--- config.mk ---
export PLATFORM = sky130hd
export DESIGN_NAME = apogee_recovery_sequencer
export DESIGN_NICKNAME = d
export VERILOG_FILES = /design/src/design/ars_pkg.sv /design/src/design/apogee_recovery_sequencer.sv
export VERILOG_INCLUDE_DIRS = /design/src /design/src/design
export SDC_FILE = /design/constraint.sdc
export NUM_CORES = 1
export LEC_CHECK = 0
export ABC_AREA = 1
export BUFFER_PORTS_ARGS = -buffer_cell sky130_fd_sc_hd__clkbuf_2
export CAP_MARGIN = 20
export CORE_AREA = 2 2 173 175
export CTS_BUF_LIST = sky130_fd_sc_hd__clkbuf_4 sky130_fd_sc_hd__clkbuf_8
export CTS_CLUSTER_SIZE = 40
export DETAILED_ROUTE_END_ITERATION = 8
export DIE_AREA = 0 0 175 177
export PLACE_DENSITY = 0.53
export SLEW_MARGIN = 20
export SYNTH_ARGS = -nofsm -noshare
export SYNTH_HDL_FRONTEND = slang
export SYNTH_SLANG_ARGS = --single-unit
--- constraint.sdc ---
create_clock -name clk -period 8.1 [get_ports clk]
set_input_delay 1.62 -clock clk [delete_from_list [all_inputs] [get_ports clk]]
set_output_delay 1.62 -clock clk [all_outputs]
set_load 0.02 [all_outputs]
--- src/design/assert_macros.svh ---
// Shared assertion macros for the design folder.
`ifndef ASSERT_MACROS_SVH
`define ASSERT_MACROS_SVH

// Check an implication on every rising clock edge outside of reset.
`define ASSERT_CLK(lbl, prop, msg) \
    lbl: assert property (@(posedge clk) disable iff (!rst_n) prop) else $error(msg);

// Check an implication with no reset qualifier.
`define ASSERT_ALWAYS(lbl, prop, msg) \
    lbl: assert property (@(posedge clk) prop) else $error(msg);

`endif

--- src/design/ars_pkg.sv ---
`timescale 1ns / 1ps

package ars_pkg;

    // Field widths
    localparam int ALT_W   = 24;
    localparam int SHORT_W = 17;
    localparam int MAIN_W  = 20;
    localparam int CFG_W   = 20;
    localparam int IDX_W   = 3;
    localparam int CMP_W   = ALT_W + 1;
    localparam int DIFF_W  = ALT_W + 2;

    // Flight phase codes
    typedef enum logic [2:0] {
        PH_IDLE    = 3'd0,
        PH_ASCENT  = 3'd1,
        PH_APOGEE  = 3'd2,
        PH_DESCENT = 3'd3,
        PH_MAIN    = 3'd4,
        PH_LANDED  = 3'd5
    } phase_t;

    // Configuration register indexes
    localparam logic [IDX_W-1:0] CFG_LAUNCH  = 3'd0;
    localparam logic [IDX_W-1:0] CFG_DROP    = 3'd1;
    localparam logic [IDX_W-1:0] CFG_MAIN    = 3'd2;
    localparam logic [IDX_W-1:0] CFG_LANDING = 3'd3;
    localparam logic [IDX_W-1:0] CFG_REARM   = 3'd4;

    // Reset values of the configuration registers
    localparam logic [SHORT_W-1:0] LAUNCH_RST  = 17'd200;
    localparam logic [SHORT_W-1:0] DROP_RST    = 17'd500;
    localparam logic [MAIN_W-1:0]  MAIN_RST    = 20'd50000;
    localparam logic [SHORT_W-1:0] LANDING_RST = 17'd1000;
    localparam logic [SHORT_W-1:0] REARM_RST   = 17'd200;

endpackage

--- src/design/apogee_recovery_sequencer.sv ---
// The result is valid in the cycle after an altitude transfer.
// Throughput: one altitude sample per cycle while the result is not stalled;
// the phase update is a single compare-and-select pass between the state registers and the result.
// A new sample is taken while the result slot is empty or being drained.
// Reset (rst_n low, asynchronous) returns to idle, clears peak and latches,
// and loads the default thresholds.
`timescale 1ns / 1ps

`include "assert_macros.svh"

module apogee_recovery_sequencer (
    input  logic                          clk,
    input  logic                          rst_n,
    input  logic                          cfg_we,
    input  logic [ars_pkg::IDX_W-1:0]     cfg_index,
    input  logic [ars_pkg::CFG_W-1:0]     cfg_data,
    input  logic                          in_valid,
    output logic                          in_stall,
    input  logic signed [ars_pkg::ALT_W-1:0] altitude,
    output logic                          out_valid,
    input  logic                          out_stall,
    output logic [2:0]                    phase,
    output logic                          apogee_indicator,
    output logic                          drogue_fire,
    output logic                          main_fire
);

    import ars_pkg::*;

    logic [SHORT_W-1:0] launch_reg;
    logic [SHORT_W-1:0] drop_reg;
    logic [MAIN_W-1:0]  main_alt_reg;
    logic [SHORT_W-1:0] landing_reg;
    logic [SHORT_W-1:0] rearm_reg;

    phase_t                   phase_reg, phase_next;
    logic signed [ALT_W-1:0]  peak_reg, peak_next;
    logic                     indicator_reg, indicator_next;
    logic                     drogue_reg, drogue_next;
    logic                     main_reg, main_next;
    logic                     out_valid_reg, out_valid_next;

    logic                     in_xfer;
    logic signed [CMP_W-1:0]  alt_ext;
    logic signed [CMP_W-1:0]  peak_ext;
    logic signed [DIFF_W-1:0] drop_gap;
    logic                     above_launch;
    logic                     above_peak;
    logic                     past_drop;
    logic                     at_main;
    logic                     below_landing;
    logic                     below_rearm;

    // Take a sample when the result slot is free or drains this cycle
    assign in_stall = out_valid_reg & out_stall;
    assign in_xfer  = in_valid & ~in_stall;

    // Threshold compares, signed at one bit above the sample width (the drop gap at two bits above)
    assign alt_ext       = CMP_W'(altitude);
    assign peak_ext      = CMP_W'(peak_reg);
    assign drop_gap      = DIFF_W'(peak_reg) - DIFF_W'(altitude);
    assign above_launch  = alt_ext > $signed({{(CMP_W-SHORT_W){1'b0}}, launch_reg});
    assign above_peak    = alt_ext > peak_ext;
    assign past_drop     = drop_gap > $signed({{(DIFF_W-SHORT_W){1'b0}}, drop_reg});
    assign at_main       = alt_ext <= $signed({{(CMP_W-MAIN_W){1'b0}}, main_alt_reg});
    assign below_landing = alt_ext < $signed({{(CMP_W-SHORT_W){1'b0}}, landing_reg});
    assign below_rearm   = alt_ext < $signed({{(CMP_W-SHORT_W){1'b0}}, rearm_reg});

    // Next phase
    always_comb
    begin
        phase_next = phase_reg;
        case (phase_reg)
            PH_IDLE:
            begin
                if (above_launch)
                    phase_next = PH_ASCENT;
            end
            PH_ASCENT:
            begin
                if (!above_peak && past_drop)
                    phase_next = PH_APOGEE;
            end
            PH_APOGEE:  phase_next = PH_DESCENT;
            PH_DESCENT:
            begin
                if (at_main)
                    phase_next = PH_MAIN;
            end
            PH_MAIN:
            begin
                if (below_landing)
                    phase_next = PH_LANDED;
            end
            PH_LANDED:
            begin
                if (below_rearm)
                    phase_next = PH_IDLE;
            end
            default:    phase_next = PH_IDLE;
        endcase
    end

    // Peak tracking and output latches
    always_comb
    begin
        peak_next      = peak_reg;
        indicator_next = indicator_reg;
        drogue_next    = drogue_reg;
        main_next      = main_reg;
        case (phase_reg)
            PH_ASCENT:
            begin
                if (above_peak)
                    peak_next = altitude;
                else if (past_drop)
                    drogue_next = 1'b1;
            end
            PH_APOGEE:  indicator_next = 1'b1;
            PH_DESCENT:
            begin
                if (at_main)
                    main_next = 1'b1;
            end
            PH_LANDED:
            begin
                if (below_rearm)
                begin
                    peak_next      = '0;
                    indicator_next = 1'b0;
                    drogue_next    = 1'b0;
                    main_next      = 1'b0;
                end
            end
            default:    peak_next = peak_reg;
        endcase
    end

    // Hold the result until it is transferred
    always_comb
    begin
        if (in_xfer)
            out_valid_next = 1'b1;
        else
            out_valid_next = out_valid_reg & out_stall;
    end

    // Configuration registers
    always_ff @(posedge clk or negedge rst_n)
    begin
        if (!rst_n)
        begin
            launch_reg   <= LAUNCH_RST;
            drop_reg     <= DROP_RST;
            main_alt_reg <= MAIN_RST;
            landing_reg  <= LANDING_RST;
            rearm_reg    <= REARM_RST;
        end
        else if (cfg_we)
        begin
            case (cfg_index)
                CFG_LAUNCH:  launch_reg   <= cfg_data[SHORT_W-1:0];
                CFG_DROP:    drop_reg     <= cfg_data[SHORT_W-1:0];
                CFG_MAIN:    main_alt_reg <= cfg_data[MAIN_W-1:0];
                CFG_LANDING: landing_reg  <= cfg_data[SHORT_W-1:0];
                CFG_REARM:   rearm_reg    <= cfg_data[SHORT_W-1:0];
                default:     launch_reg   <= launch_reg;
            endcase
        end
    end

    // Advance the sequencer on each sample transfer
    always_ff @(posedge clk or negedge rst_n)
    begin
        if (!rst_n)
        begin
            phase_reg     <= PH_IDLE;
            peak_reg      <= '0;
            indicator_reg <= 1'b0;
            drogue_reg    <= 1'b0;
            main_reg      <= 1'b0;
            out_valid_reg <= 1'b0;
        end
        else
        begin
            out_valid_reg <= out_valid_next;
            if (in_xfer)
            begin
                phase_reg     <= phase_next;
                peak_reg      <= peak_next;
                indicator_reg <= indicator_next;
                drogue_reg    <= drogue_next;
                main_reg      <= main_next;
            end
        end
    end

    // The state registers are the result: they change only on a transfer
    assign out_valid        = out_valid_reg;
    assign phase            = phase_reg;
    assign apogee_indicator = indicator_reg;
    assign drogue_fire      = drogue_reg;
    assign main_fire        = main_reg;

    `ASSERT_CLK(a_main_needs_drogue, main_reg |-> drogue_reg, "main fired without drogue")
    `ASSERT_CLK(a_ind_needs_drogue, indicator_reg |-> drogue_reg, "indicator without drogue")
    `ASSERT_CLK(a_idle_clear, (phase_reg == PH_IDLE) |-> (!drogue_reg && !main_reg && !indicator_reg), "latches set while idle")
    `ASSERT_CLK(a_apogee_one_step, (in_xfer && phase_reg == PH_APOGEE) |=> (phase_reg == PH_DESCENT && indicator_reg), "apogee phase did not move to descent")
    `ASSERT_CLK(a_peak_nonneg, !peak_reg[ALT_W-1], "peak altitude went negative")
    `ASSERT_CLK(a_hold_on_stall, in_stall |=> $stable(phase_reg) && $stable(peak_reg), "state changed while result stalled")

endmodule
==> results of run 1 <==
## per-stage QoR
stage / util, % / area (um2)
2_1_floorplan: - / 8590
3_3_place_gp: 31.8 / 9300
3_5_place_dp: 31.8 / 9300
4_1_cts: 33.3 / 9730
5_1_grt: 33.3 / 9740
6_report: 33.3 / 9740
## cell families (layout without fill, tap and decap cells)
family | count (synthesis) | after routing | synth area share (%)
fa+ha+maj | 111 | 111 | 16.3
xor+xnor | 15 | 15 | 1.53
compound gates | 215 | 215 | 13.2
buf+inv | 232 | 304 | 10.4
flops | 119 | 119 | 35.0
simple gates | 479 | 479 | 23.5
## synthesized netlist by cell type, types with 2 or more instances
| master | number | area, um2 |
|---|---|---|
| a211oi_1 | 2 | 15.0 |
| a21oi_1 | 67 | 335 |
| a31oi_1 | 3 | 18.8 |
| buf_2 | 2 | 10.0 |
| buf_6 | 3 | 33.8 |
| clkbuf_1 | 19 | 71.3 |
| dfrtp_1 | 95 | 2380 |
| dfstp_2 | 24 | 631 |
| ha_1 | 110 | 1380 |
| inv_1 | 196 | 736 |
| inv_2 | 11 | 41.3 |
| nand2_1 | 338 | 1270 |
| nand2_2 | 3 | 18.8 |
| nand3_1 | 37 | 185 |
| nand3_2 | 4 | 40.0 |
| nand3b_1 | 7 | 52.6 |
| nand4_1 | 16 | 100 |
| nor2_1 | 48 | 180 |
| nor2_2 | 4 | 25.0 |
| nor3_1 | 12 | 60.1 |
| nor3b_1 | 2 | 15.0 |
| nor4_1 | 3 | 18.8 |
| o211ai_1 | 5 | 37.5 |
| o21a_1 | 2 | 15.0 |
| o21ai_0 | 103 | 515 |
| o21ai_1 | 22 | 110 |
| o21ai_2 | 4 | 35.0 |
| o21bai_1 | 3 | 22.5 |
| xnor2_1 | 6 | 52.6 |
| xor2_1 | 9 | 78.8 |
## power by group
| group | internal, mW | switching [mW] | total [mW] | leakage (nW) |
|---|---|---|---|---|
| clock network | 0.359 | 0.248 | 0.607 | 0.229 |
| logic | 0.494 | 0.839 | 1.33 | 3.46 |
| registers | 0.759 | 0.0891 | 0.848 | 1.44 |
| total | 1.61 | 1.18 | 2.79 | 5.12 |
## layout make-up
class | count | share of cell area [%]
multi-input combinational | 820 | 48.2
tap | 390 | 5.01
sequential | 119 | 30.9
clock buffer | 23 | 2.93
timing repair buffer | 64 | 3.44
clock inverter | 9 | 1.53
inverter | 208 | 8.02
## how the worst max path moves through the flow
stage	from	slack, ns	cells after the start	to
after floorplan	altitude[0]	3.95	23	phase[2]
after global routing	altitude[0]	3.36	22	phase[0]
after CTS	altitude[0]	3.72	22	phase[2]
after detailed placement	altitude[0]	3.23	22	phase[2]
after global placement	altitude[0]	3.23	22	phase[2]
final	altitude[0]	3.70	22	phase[2]
## layer usage
metal	track usage, %	wire [um]
met5	0	0
met4	4.62	414
met3	3.20	758
met2	26.1	10600
met1	19.9	10900
## worst reg2reg max path, cell delays in order (launching register included)
cell      delay [ns]
dfrtp_1         0.35
inv_1           0.05
ha_1            0.20
fa_1            0.40
inv_1           0.13
nand3_1         0.08
nand3_1         0.22
nand2_1         0.09
nand2_1         0.17
a31oi_1         0.15
xnor2_1         0.19
ha_1            0.26
a21oi_1         0.15
nor2_1          0.05
a211oi_1        0.27
nand2_1         0.09
nand2_1         0.06
nand3_1         0.09
nand2_1         0.11
nand2_2         0.10
nand3_1         0.12
nand2_1         0.06
nand2_1         0.05
## cell usage in the layout, fill, tap and decap left out, types with 2 or more instances in the layout
cell type and instances:
nor4_1 3, nor2_1 48, clkbuf_8 18, buf_4 6
inv_1 196, nand4_1 16, a31oi_1 3, xor2_1 9
inv_2 11, nand3_2 4, dfrtp_1 95, nand2_1 337
dfstp_2 24, nand2_2 4, o211ai_1 5, nor3_1 12
clkinv_2 4, ha_1 110, nand3_1 37, xnor2_1 6
clkbuf_4 5, o21ai_2 4, o21bai_1 3, a211oi_1 2
o21ai_0 103, clkbuf_2 58, nor3b_1 2, o21a_1 2
o21ai_1 22, bufinv_16 4, a21oi_1 67, nor2_2 4
nand3b_1 7
==> flow_summary.json, run 1 <==
{
  "ys.flop_type": "dfrtp_1",
  "dieHeight_um": 177,
  "ir_drop_uv": 116,
  "grt_overflow_total": 0,
  "critPathTopFamily": "simple AND/OR/NAND/NOR gates",
  "num_antenna_cells": 0,
  "slew_violations": 0,
  "powerDensity_nw_per_um2": 286,
  "ys_types": 41,
  "grt_pass1_wl_um": 37700,
  "multi_input_area_um2": 4690,
  "final-seq-area_um2": 3010,
  "wl_per_cell_um": 13.9,
  "cts_hold_buf": 0,
  "dr.pass1.iters": 4,
  "ys_ff_latch": 119,
  "die_area_um2": 31000,
  "period_share_pct": 54.4,
  "hold_class": "reg2reg",
  "fill_cells": 3170,
  "ant_nets": 0,
  "setup_viol": 0,
  "antenna_found_initial": 0,
  "rsz0062_at_grt": "false",
  "worst_setup_path_end_kind": "register",
  "r2r-end": "phase[2]",
  "worstSetupStartpointType": "input port",
  "cp_data_arrival_time_ns": 4.80,
  "r2r_setup_slack_ns": 4.62,
  "synthToLayoutAreaGrowth_pct": 13.3,
  "min_from": "main_alt_reg[16]",
  "tightest_slew_ns": 0.982,
  "hold_path_depth": 2,
  "cp_num_buf_inv": 2,
  "netlist_area_um2": 8590,
  "pre_cts_slack_ns": 3.23,
  "cts.sinks": 119,
  "required_ns": 8.50,
  "rr_startpoint": "peak_reg[0]",
  "skew_ns": 0.00981,
  "min_period_ns": 4.40,
  "grt_max_degree": 74,
  "gp_congestion": 0.846,
  "worstRegToRegCells": 22,
  "hold_violations": 0,
  "dr.first_iter.drc_count": 345,
  "synth_nets": 1334,
  "htree_levels": 4,
  "fmax_mhz": 227,
  "cts_buffers": 17,
  "nets": 1393,
  "async_flop_share_pct": 100,
  "yosysSeqAreaShare_pct": 35.0,
  "fin_cells": 1633,
  "cts_tree": "yes",
  "finalPower_mw": 2.79,
  "worstSetupPathType": "in2reg",
  "floorplan.initialDensity_pct": 29.4,
  "worstPathCellList": "clkbuf_2 > ha_1 > fa_1 > inv_1 > nand3_1 > nand3_1 > nand2_1 > nand2_1 > a31oi_1 > xnor2_1 > ha_1 > a21oi_1 > nor2_1 > a211oi_1 > nand2_1 > nand2_1 > nand3_1 > nand2_1 > nand2_2 > nand3_1 > nand2_1 > nand2_1",
  "first_global_vias": 7464,
  "netlist_instances": 1171,
  "whs_endpoint": "main_alt_reg[16]",
  "ctsResizeCount": 0,
  "slew_headroom_pct": 34.4,
  "cts_setup_buffers": 0,
  "cp_common_cell": "nand2_1",
  "hpwl_um": 17700,
  "cp_max_fo": 6,
  "status": "complete, no violations",
  "dpl.cell_count": 1601,
  "row_count": 63,
  "clk_pin_slew_worst_paths_ns": 0.07,
  "via_count": 7494,
  "synth_edf_count": 0,
  "wirelength_um": 22700,
  "p_leak_nw": 5.12,
  "finalSetupTns_ns": 0,
  "cts.path.max_buffers": 2,
  "fin_ws_ns": 3.70,
  "cp_slowest_cell": "fa_1",
  "avgSynthCellArea_um2": 7.34,
  "viasPerCell": 4.59,
  "port_buffers": 59,
  "drc_errors": 0,
  "timing.hold.ws_ns": 0.486,
  "num_io_pins": 60,
  "max_stage_delay_ns": 0.40,
  "largest_register_ffs": 24,
  "drive_gt1_share_pct": 12.3,
  "die_w_um": 175,
  "core_um2": 29200,
  "clk_latency_ns": 0.45,
  "root_buffer": "clkbuf_8",
  "max_cap_violations": 0,
  "grt_usage_pct": 15.5,
  "ys_warn_count": 0
}
Note: power is estimated with default switching activity, not from simulation.
==> run 2: changes to the inputs <==
==> constraint.sdc (replaced) <==
create_clock -name clk -period 4.1 [get_ports clk]
set_input_delay 0.82 -clock clk [delete_from_list [all_inputs] [get_ports clk]]
set_output_delay 0.82 -clock clk [all_outputs]
set_load 0.02 [all_outputs]
==> run 2 against run 1 <==
Combinational power increased by 98%. Utilization up 0.30 points. Critical path type unchanged. Register-to-register slack lost 3.9 ns. Setup slack lost 3.0 ns. Flip-flop and latch count is the same.
==> flow_summary.json, run 2 (synthesis results as in run 1) <==
{
  "status": "complete, no violations",
  "worstPathCellList": "clkbuf_2 > ha_1 > fa_1 > inv_1 > nand3_1 > nand3_1 > a31o_2 > xor2_1 > ha_1 > nand2_1 > nor2_1 > nand3b_1 > nand3_1 > nand2_1 > nand2_1 > nand2_1 > nand2_1 > nand2_1 > nand3_1 > nand2_1 > nand2_2 > nand3_1 > nand2_1 > nand2_1",
  "floorplan.initialDensity_pct": 29.4,
  "period_share_pct": 84.0,
  "timing.hold.ws_ns": 0.415,
  "dieHeight_um": 177,
  "cp_data_arrival_time_ns": 3.78,
  "cp_common_cell": "nand2_1",
  "clk_latency_ns": 0.45,
  "core_um2": 29200,
  "hold_class": "in2async",
  "final_cell_mix": "nand2_1 (337), inv_1 (196), ha_1 (110), o21ai_0 (103), dfrtp_1 (95)",
  "grt_max_degree": 55,
  "viasPerCell": 4.57,
  "max_stage_delay_ns": 0.40,
  "worstRegToRegCells": 24,
  "num_io_pins": 60,
  "gp_congestion": 0.866,
  "cts_setup_buffers": 0,
  "cp_max_fo": 6,
  "die_area_um2": 31000,
  "p_leak_nw": 5.18,
  "worst_setup_path_end_kind": "register",
  "switching_share_pct": 43.2,
  "synthToLayoutAreaGrowth_pct": 14.3,
  "r2r-end": "phase[1]",
  "finalPower_mw": 5.41,
  "ctsResizeCount": 0,
  "cts.sinks": 119,
  "first_global_vias": 7375,
  "cp_slowest_cell": "fa_1",
  "cts_tree": "yes",
  "dr.pass1.iters": 5,
  "seq_power_share_pct": 31.0,
  "root_buffer": "clkbuf_8",
  "utilization_pct": 33.6,
  "min_period_ns": 3.45,
  "worstSetupPathType": "in2reg",
  "fin_area_um2": 9820,
  "dr.first_iter.drc_count": 359,
  "cts_buffers": 17,
  "ant_nets": 0,
  "via_count": 7537,
  "fmax_mhz": 290,
  "grt_pass1_wl_um": 38600,
  "largest_register_ffs": 24,
  "hpwl_um": 18600,
  "tightest_slew_ns": 0.919,
  "required_ns": 4.44,
  "p_clk_share_pct": 20.5,
  "finalSetupTns_ns": 0,
  "slew_violations": 0,
  "die_w_um": 175,
  "r2r_setup_slack_ns": 0.77,
  "drc_errors": 0,
  "final_common_cell": "nand2_1",
  "drive_gt1_share_pct": 13.4,
  "clk_pin_slew_worst_paths_ns": 0.08,
  "powerDensity_nw_per_um2": 551,
  "grt_overflow_total": 0,
  "max_cap_violations": 0,
  "rr_startpoint": "peak_reg[0]",
  "setup_viol": 0,
  "htree_levels": 4,
  "place_area_um2": 9420,
  "worstSetupStartpointType": "input port",
  "antenna_found_initial": 0,
  "rsz0062_at_grt": "false",
  "combPwrFrac_pct": 48.6,
  "nets": 1408,
  "wirelength_um": 23400,
  "cts_hold_buf": 0,
  "ir_drop_uv": 229,
  "grt_usage_pct": 15.8,
  "slew_headroom_pct": 38.4,
  "p_switching_mw": 2.34,
  "wl_per_cell_um": 14.2,
  "cts.path.max_buffers": 2,
  "port_buffers": 59,
  "p_int_mw": 3.07,
  "num_antenna_cells": 0,
  "critPathLaunch": "altitude[0]",
  "skew_ns": 0.0207,
  "hold_violations": 0,
  "row_count": 63
}
run 2: cell count changes in the layout (fill, tap and decap cells not counted), moves of 2 or more:
cell        delta
clkinvlp_4     +2
clkbuf_4       -4
buf_4         +14
bufinv_16      -2
run 2: worst max path at each step:
| stage | to | slack [ns] | depth (start not counted) |
|---|---|---|---|
| finish | phase[1] | 0.65 | 24 |
| global route | phase[0] | 0.26 | 25 |
| CTS | phase[1] | 0.66 | 24 |
| detailed placement | phase[1] | 0.16 | 24 |
| global placement | phase[0] | 0.24 | 24 |
| floorplan | phase[2] | 0.75 | 23 |
run 2: per-stage QoR:
stage	instances	setup WS (ns)
after floorplan	1171	0.747
after global placement	1616	0.242
after detailed placement	1616	0.162
after CTS	1648	0.656
after global routing	1648	0.265
final	1648	0.655
run 2: power by group through the flow:
| stage | registers (mW) | clock network, mW | logic, mW |
|---|---|---|---|
| after floorplan | 1.68 | 0 | 1.96 |
| after global placement | 1.69 | 0 | 2.61 |
| after detailed placement | 1.69 | 0 | 2.64 |
| after CTS | 1.68 | 1.14 | 2.65 |
| after global routing | 1.72 | 1.18 | 3.07 |
| final | 1.68 | 1.11 | 2.63 |
run 2: area by class of cell:
type / count / area [um2]
Fill cell: 3186 / 19400
Multi-Input combinational cell: 820 / 4690
Sequential cell: 119 / 3010
Inverter: 208 / 781
Tap cell: 390 / 488
Timing Repair Buffer: 79 / 460
Clock buffer: 20 / 269
Clock inverter: 12 / 126
run 2: routing by layer:
layer,wire [um],track usage [%],vias up,share of wire [%]
met3,591,2.53,15,2.5
met4,233,3.13,0,0.99
li1,-,-,3914,-
met1,11300,20.7,3520,48
met5,0,0,-,0
met2,11300,27.7,88,48
run 2: critical path, delay by kind of cell:
kind | cells | cell delay [ns]
adder cells (fa/ha/maj) | 3 | 0.92
XOR/XNOR | 1 | 0.06
AND/OR/NAND/NOR | 17 | 1.54
buffers and inverters | 2 | 0.23
AO/OA/AOI/OAI | 1 | 0.21
==> run 3: changes to the inputs <==
--- a/config.mk
+++ b/config.mk
@@ -6,14 +6,14 @@
 export SDC_FILE = /design/constraint.sdc
 export NUM_CORES = 1
 export LEC_CHECK = 0
-export ABC_AREA = 1
+export ABC_AREA = 0
 export BUFFER_PORTS_ARGS = -buffer_cell sky130_fd_sc_hd__clkbuf_2
 export CAP_MARGIN = 20
-export CORE_AREA = 2 2 173 175
+export CORE_AREA = 2 2 168 170
 export CTS_BUF_LIST = sky130_fd_sc_hd__clkbuf_4 sky130_fd_sc_hd__clkbuf_8
 export CTS_CLUSTER_SIZE = 40
 export DETAILED_ROUTE_END_ITERATION = 8
-export DIE_AREA = 0 0 175 177
+export DIE_AREA = 0 0 170 172
 export PLACE_DENSITY = 0.53
 export SLEW_MARGIN = 20
 export SYNTH_ARGS = -nofsm -noshare
==> constraint.sdc (replaced) <==
create_clock -name clk -period 3.2 [get_ports clk]
set_input_delay 0.64 -clock clk [delete_from_list [all_inputs] [get_ports clk]]
set_output_delay 0.64 -clock clk [all_outputs]
set_load 0.02 [all_outputs]
==> run 3 against run 2 <==
The flow now finishes with violations (setup timing). Power rose by 46%. Area after synthesis fell by 5.9%. Register-to-register slack got worse by 1.1 ns. Synthesized cell count fell by 23%. Utilization rose by 4.1 points. Count of clock-buffer cells in the layout rose by 1. Setup slack got worse by 0.95 ns. Worst hold slack got worse by 0.21 ns. Global-route usage rose by 1.2 points. Clock skew fell by 0.00056 ns.
==> flow_summary.json, run 3 <==
{
  "ys_warn_count": 0,
  "slew_headroom_pct": 39.3,
  "netlist_area_um2": 8080,
  "grt_overflow_total": 0,
  "required_ns": 3.59,
  "setup_viol": 3,
  "violations": "setup timing",
  "cts.sinks": 119,
  "tightest_slew_ns": 0.908,
  "p_leak_nw": 5.00,
  "hold_class": "in2async",
  "cts_tree": "yes",
  "gp_congestion": 0.833,
  "root_buffer": "clkbuf_8",
  "clk_pin_slew_worst_paths_ns": 0.08,
  "powerDensity_nw_per_um2": 763,
  "dpl.cell_count": 1415,
  "hpwl_um": 18700,
  "period_share_pct": 109,
  "first_global_vias": 7260,
  "fin_cells": 1453,
  "skew_ns": 0.0202,
  "yosysSeqAreaShare_pct": 37.2,
  "row_count": 61,
  "worstSetupPathType": "reg2reg",
  "nets": 1257,
  "ys.flop_type": "dfrtp_1",
  "min_period_ns": 3.49,
  "fin_ws_ns": -0.293,
  "async_flop_share_pct": 100,
  "finalSetupTns_ns": -0.843,
  "die_area_um2": 29200,
  "via_count": 7135,
  "viasPerCell": 4.91,
  "hold_violations": 0,
  "clk_latency_ns": 0.45,
  "grt_usage_pct": 17.0,
  "largest_register_ffs": 24,
  "wl_per_cell_um": 16.3,
  "drive_gt1_share_pct": 28.0,
  "cts.path.max_buffers": 2,
  "ys_types": 63,
  "die_w_um": 170,
  "ant_nets": 0,
  "num_io_pins": 60,
  "num_antenna_cells": 0,
  "rsz0062_at_grt": "true",
  "htree_levels": 4,
  "floorplan.initialDensity_pct": 29.4,
  "cp_data_arrival_time_ns": 3.88,
  "port_buffers": 59,
  "finalPower_mw": 7.91,
  "drc_errors": 0,
  "pre_cts_slack_ns": -0.810,
  "worstSetupStartpointType": "register",
  "worst_setup_path_end_kind": "register",
  "fill_cells": 2860,
  "yosysMostFrequentCell": "inv_1",
  "grt_max_degree": 43,
  "grt_pass1_wl_um": 38500,
  "cp_max_fo": 3,
  "status": "finished with violations",
  "dieHeight_um": 172,
  "cts_buffers": 17,
  "dr.first_iter.drc_count": 328,
  "yosysTopAreaCell": "dfrtp_1",
  "final_cell_mix": "buf_4 (136), inv_1 (118), nand2_1 (107), ha_1 (106), dfrtp_1 (95)",
  "ir_drop_uv": 285,
  "wirelength_um": 23700,
  "utilization_pct": 37.7,
  "synth_area_leaders": "dfrtp_1 (29%), ha_1 (17%), dfstp_2 (7.8%), o21ai_0 (5.8%), inv_1 (5.5%)",
  "ys_ff_latch": 119,
  "slew_violations": 0,
  "core_um2": 27500,
  "max_cap_violations": 0,
  "yosysTopAreaCellShare_pct": 29.4,
  "fmax_mhz": 286,
  "antenna_found_initial": 0,
  "final_common_cell": "buf_4",
  "synth_common_cells": "inv_1 (119), ha_1 (110), nand2_1 (110), dfrtp_1 (95), o21ai_0 (94)",
  "cts_hold_buf": 0,
  "synthToLayoutAreaGrowth_pct": 28.2,
  "dr.pass1.iters": 5,
  "synth_nets": 1068,
  "netlist_instances": 905,
  "avgSynthCellArea_um2": 8.93,
  "synth_edf_count": 0
}
[run 3: cell types whose count changed in the layout (fill, tap and decap cells not counted), sizes merged, moves of 24 or more]
cell	before	now
o21ai	129	95
buf	21	140
a22o	0	24
inv	208	120
nand2	341	110
[run 3: final timing paths]
kind / from / endpoint / slack [ns] / cells past startpoint
max in group asynchronous: rst_n / main_alt_reg[8] / 2.21 / 2
worst max-delay path: peak_reg[0] / drogue_fire / -0.29 / 20
worst min-delay path: rst_n / peak_reg[0] / 0.20 / 1
worst max register to register: peak_reg[0] / drogue_fire / -0.29 / 20
worst min register to register: rearm_reg[0] / rearm_reg[0] / 0.50 / 1
min in group clk: cfg_data[17] / main_alt_reg[17] / 0.40 / 3
[run 3: where the power goes]
part           switching [mW]  total [mW]  internal [mW]
logic                    2.13        4.17           2.04
registers               0.214        2.16           1.94
clock network           0.678        1.59          0.910
total                    3.02        7.91           4.89
[run 3: timing repair]
item	4_1_cts	5_1_grt
gates cloned	0	0
setup buffers	4	2
pin swaps	15	2
endpoints found under the setup margin	3	3
gates resized for setup	10	4
[run 3: area by class of cell]
cell class / instances / area, um2 / share of cell area (%)
tap: 346 / 433 / 4.18
clock buffer: 21 / 277 / 2.67
clock inverter: 11 / 173 / 1.67
inverter: 119 / 447 / 4.31
sequential: 119 / 3010 / 29.0
multi-input combinational: 639 / 4650 / 44.8
timing repair buffer: 198 / 1380 / 13.3
[run 3: routing by layer]
| metal | share of wire, % | routed length, um | global-route usage (%) |
|---|---|---|---|
| met1 | 49 | 11500 | 23.0 |
| met3 | 3.0 | 703 | 2.59 |
| met5 | 0 | 0 | 0 |
| met2 | 47 | 11000 | 28.2 |
| met4 | 1.9 | 444 | 5.09 |
[run 3: worst max-delay path, cell delays in order, from the launching register on]
cell and delay (ns):
dfrtp_1 0.37, inv_2 0.05, ha_4 0.15, fa_2 0.36, nor2b_4 0.15, o2111ai_4 0.16
buf_6 0.16, a21o_1 0.19, nand2_2 0.09, a21oi_2 0.06, xnor2_1 0.13, ha_1 0.30
nand4_1 0.13, nor3_2 0.15, o221ai_1 0.13, o211ai_1 0.10, nand2_1 0.12, o2111ai_2 0.13
nor4_4 0.07, nor4_2 0.29, nand2b_1 0.14
[run 3: cells by family (layout without fill, tap and decap cells)]
logic type / Yosys count / after routing / share of synthesized area, %
AO/OA/AOI/OAI: 251 / 251 / 19.7
AND/OR/NAND/NOR: 236 / 236 / 13.5
buffers and inverters: 147 / 349 / 7.17
flip-flops: 119 / 119 / 37.2
adder cells (fa/ha/maj): 111 / 111 / 17.3
multiplexers: 22 / 22 / 3.05
XOR/XNOR: 19 / 19 / 2.06
[run 3: per-stage QoR]
stage	hold slack [ns]	area (um2)
final	0.200	10400
after global routing	0.231	10400
after CTS	0.206	10300
after detailed placement	0.486	9810
after global placement	0.481	9810
after floorplan	0.344	8160
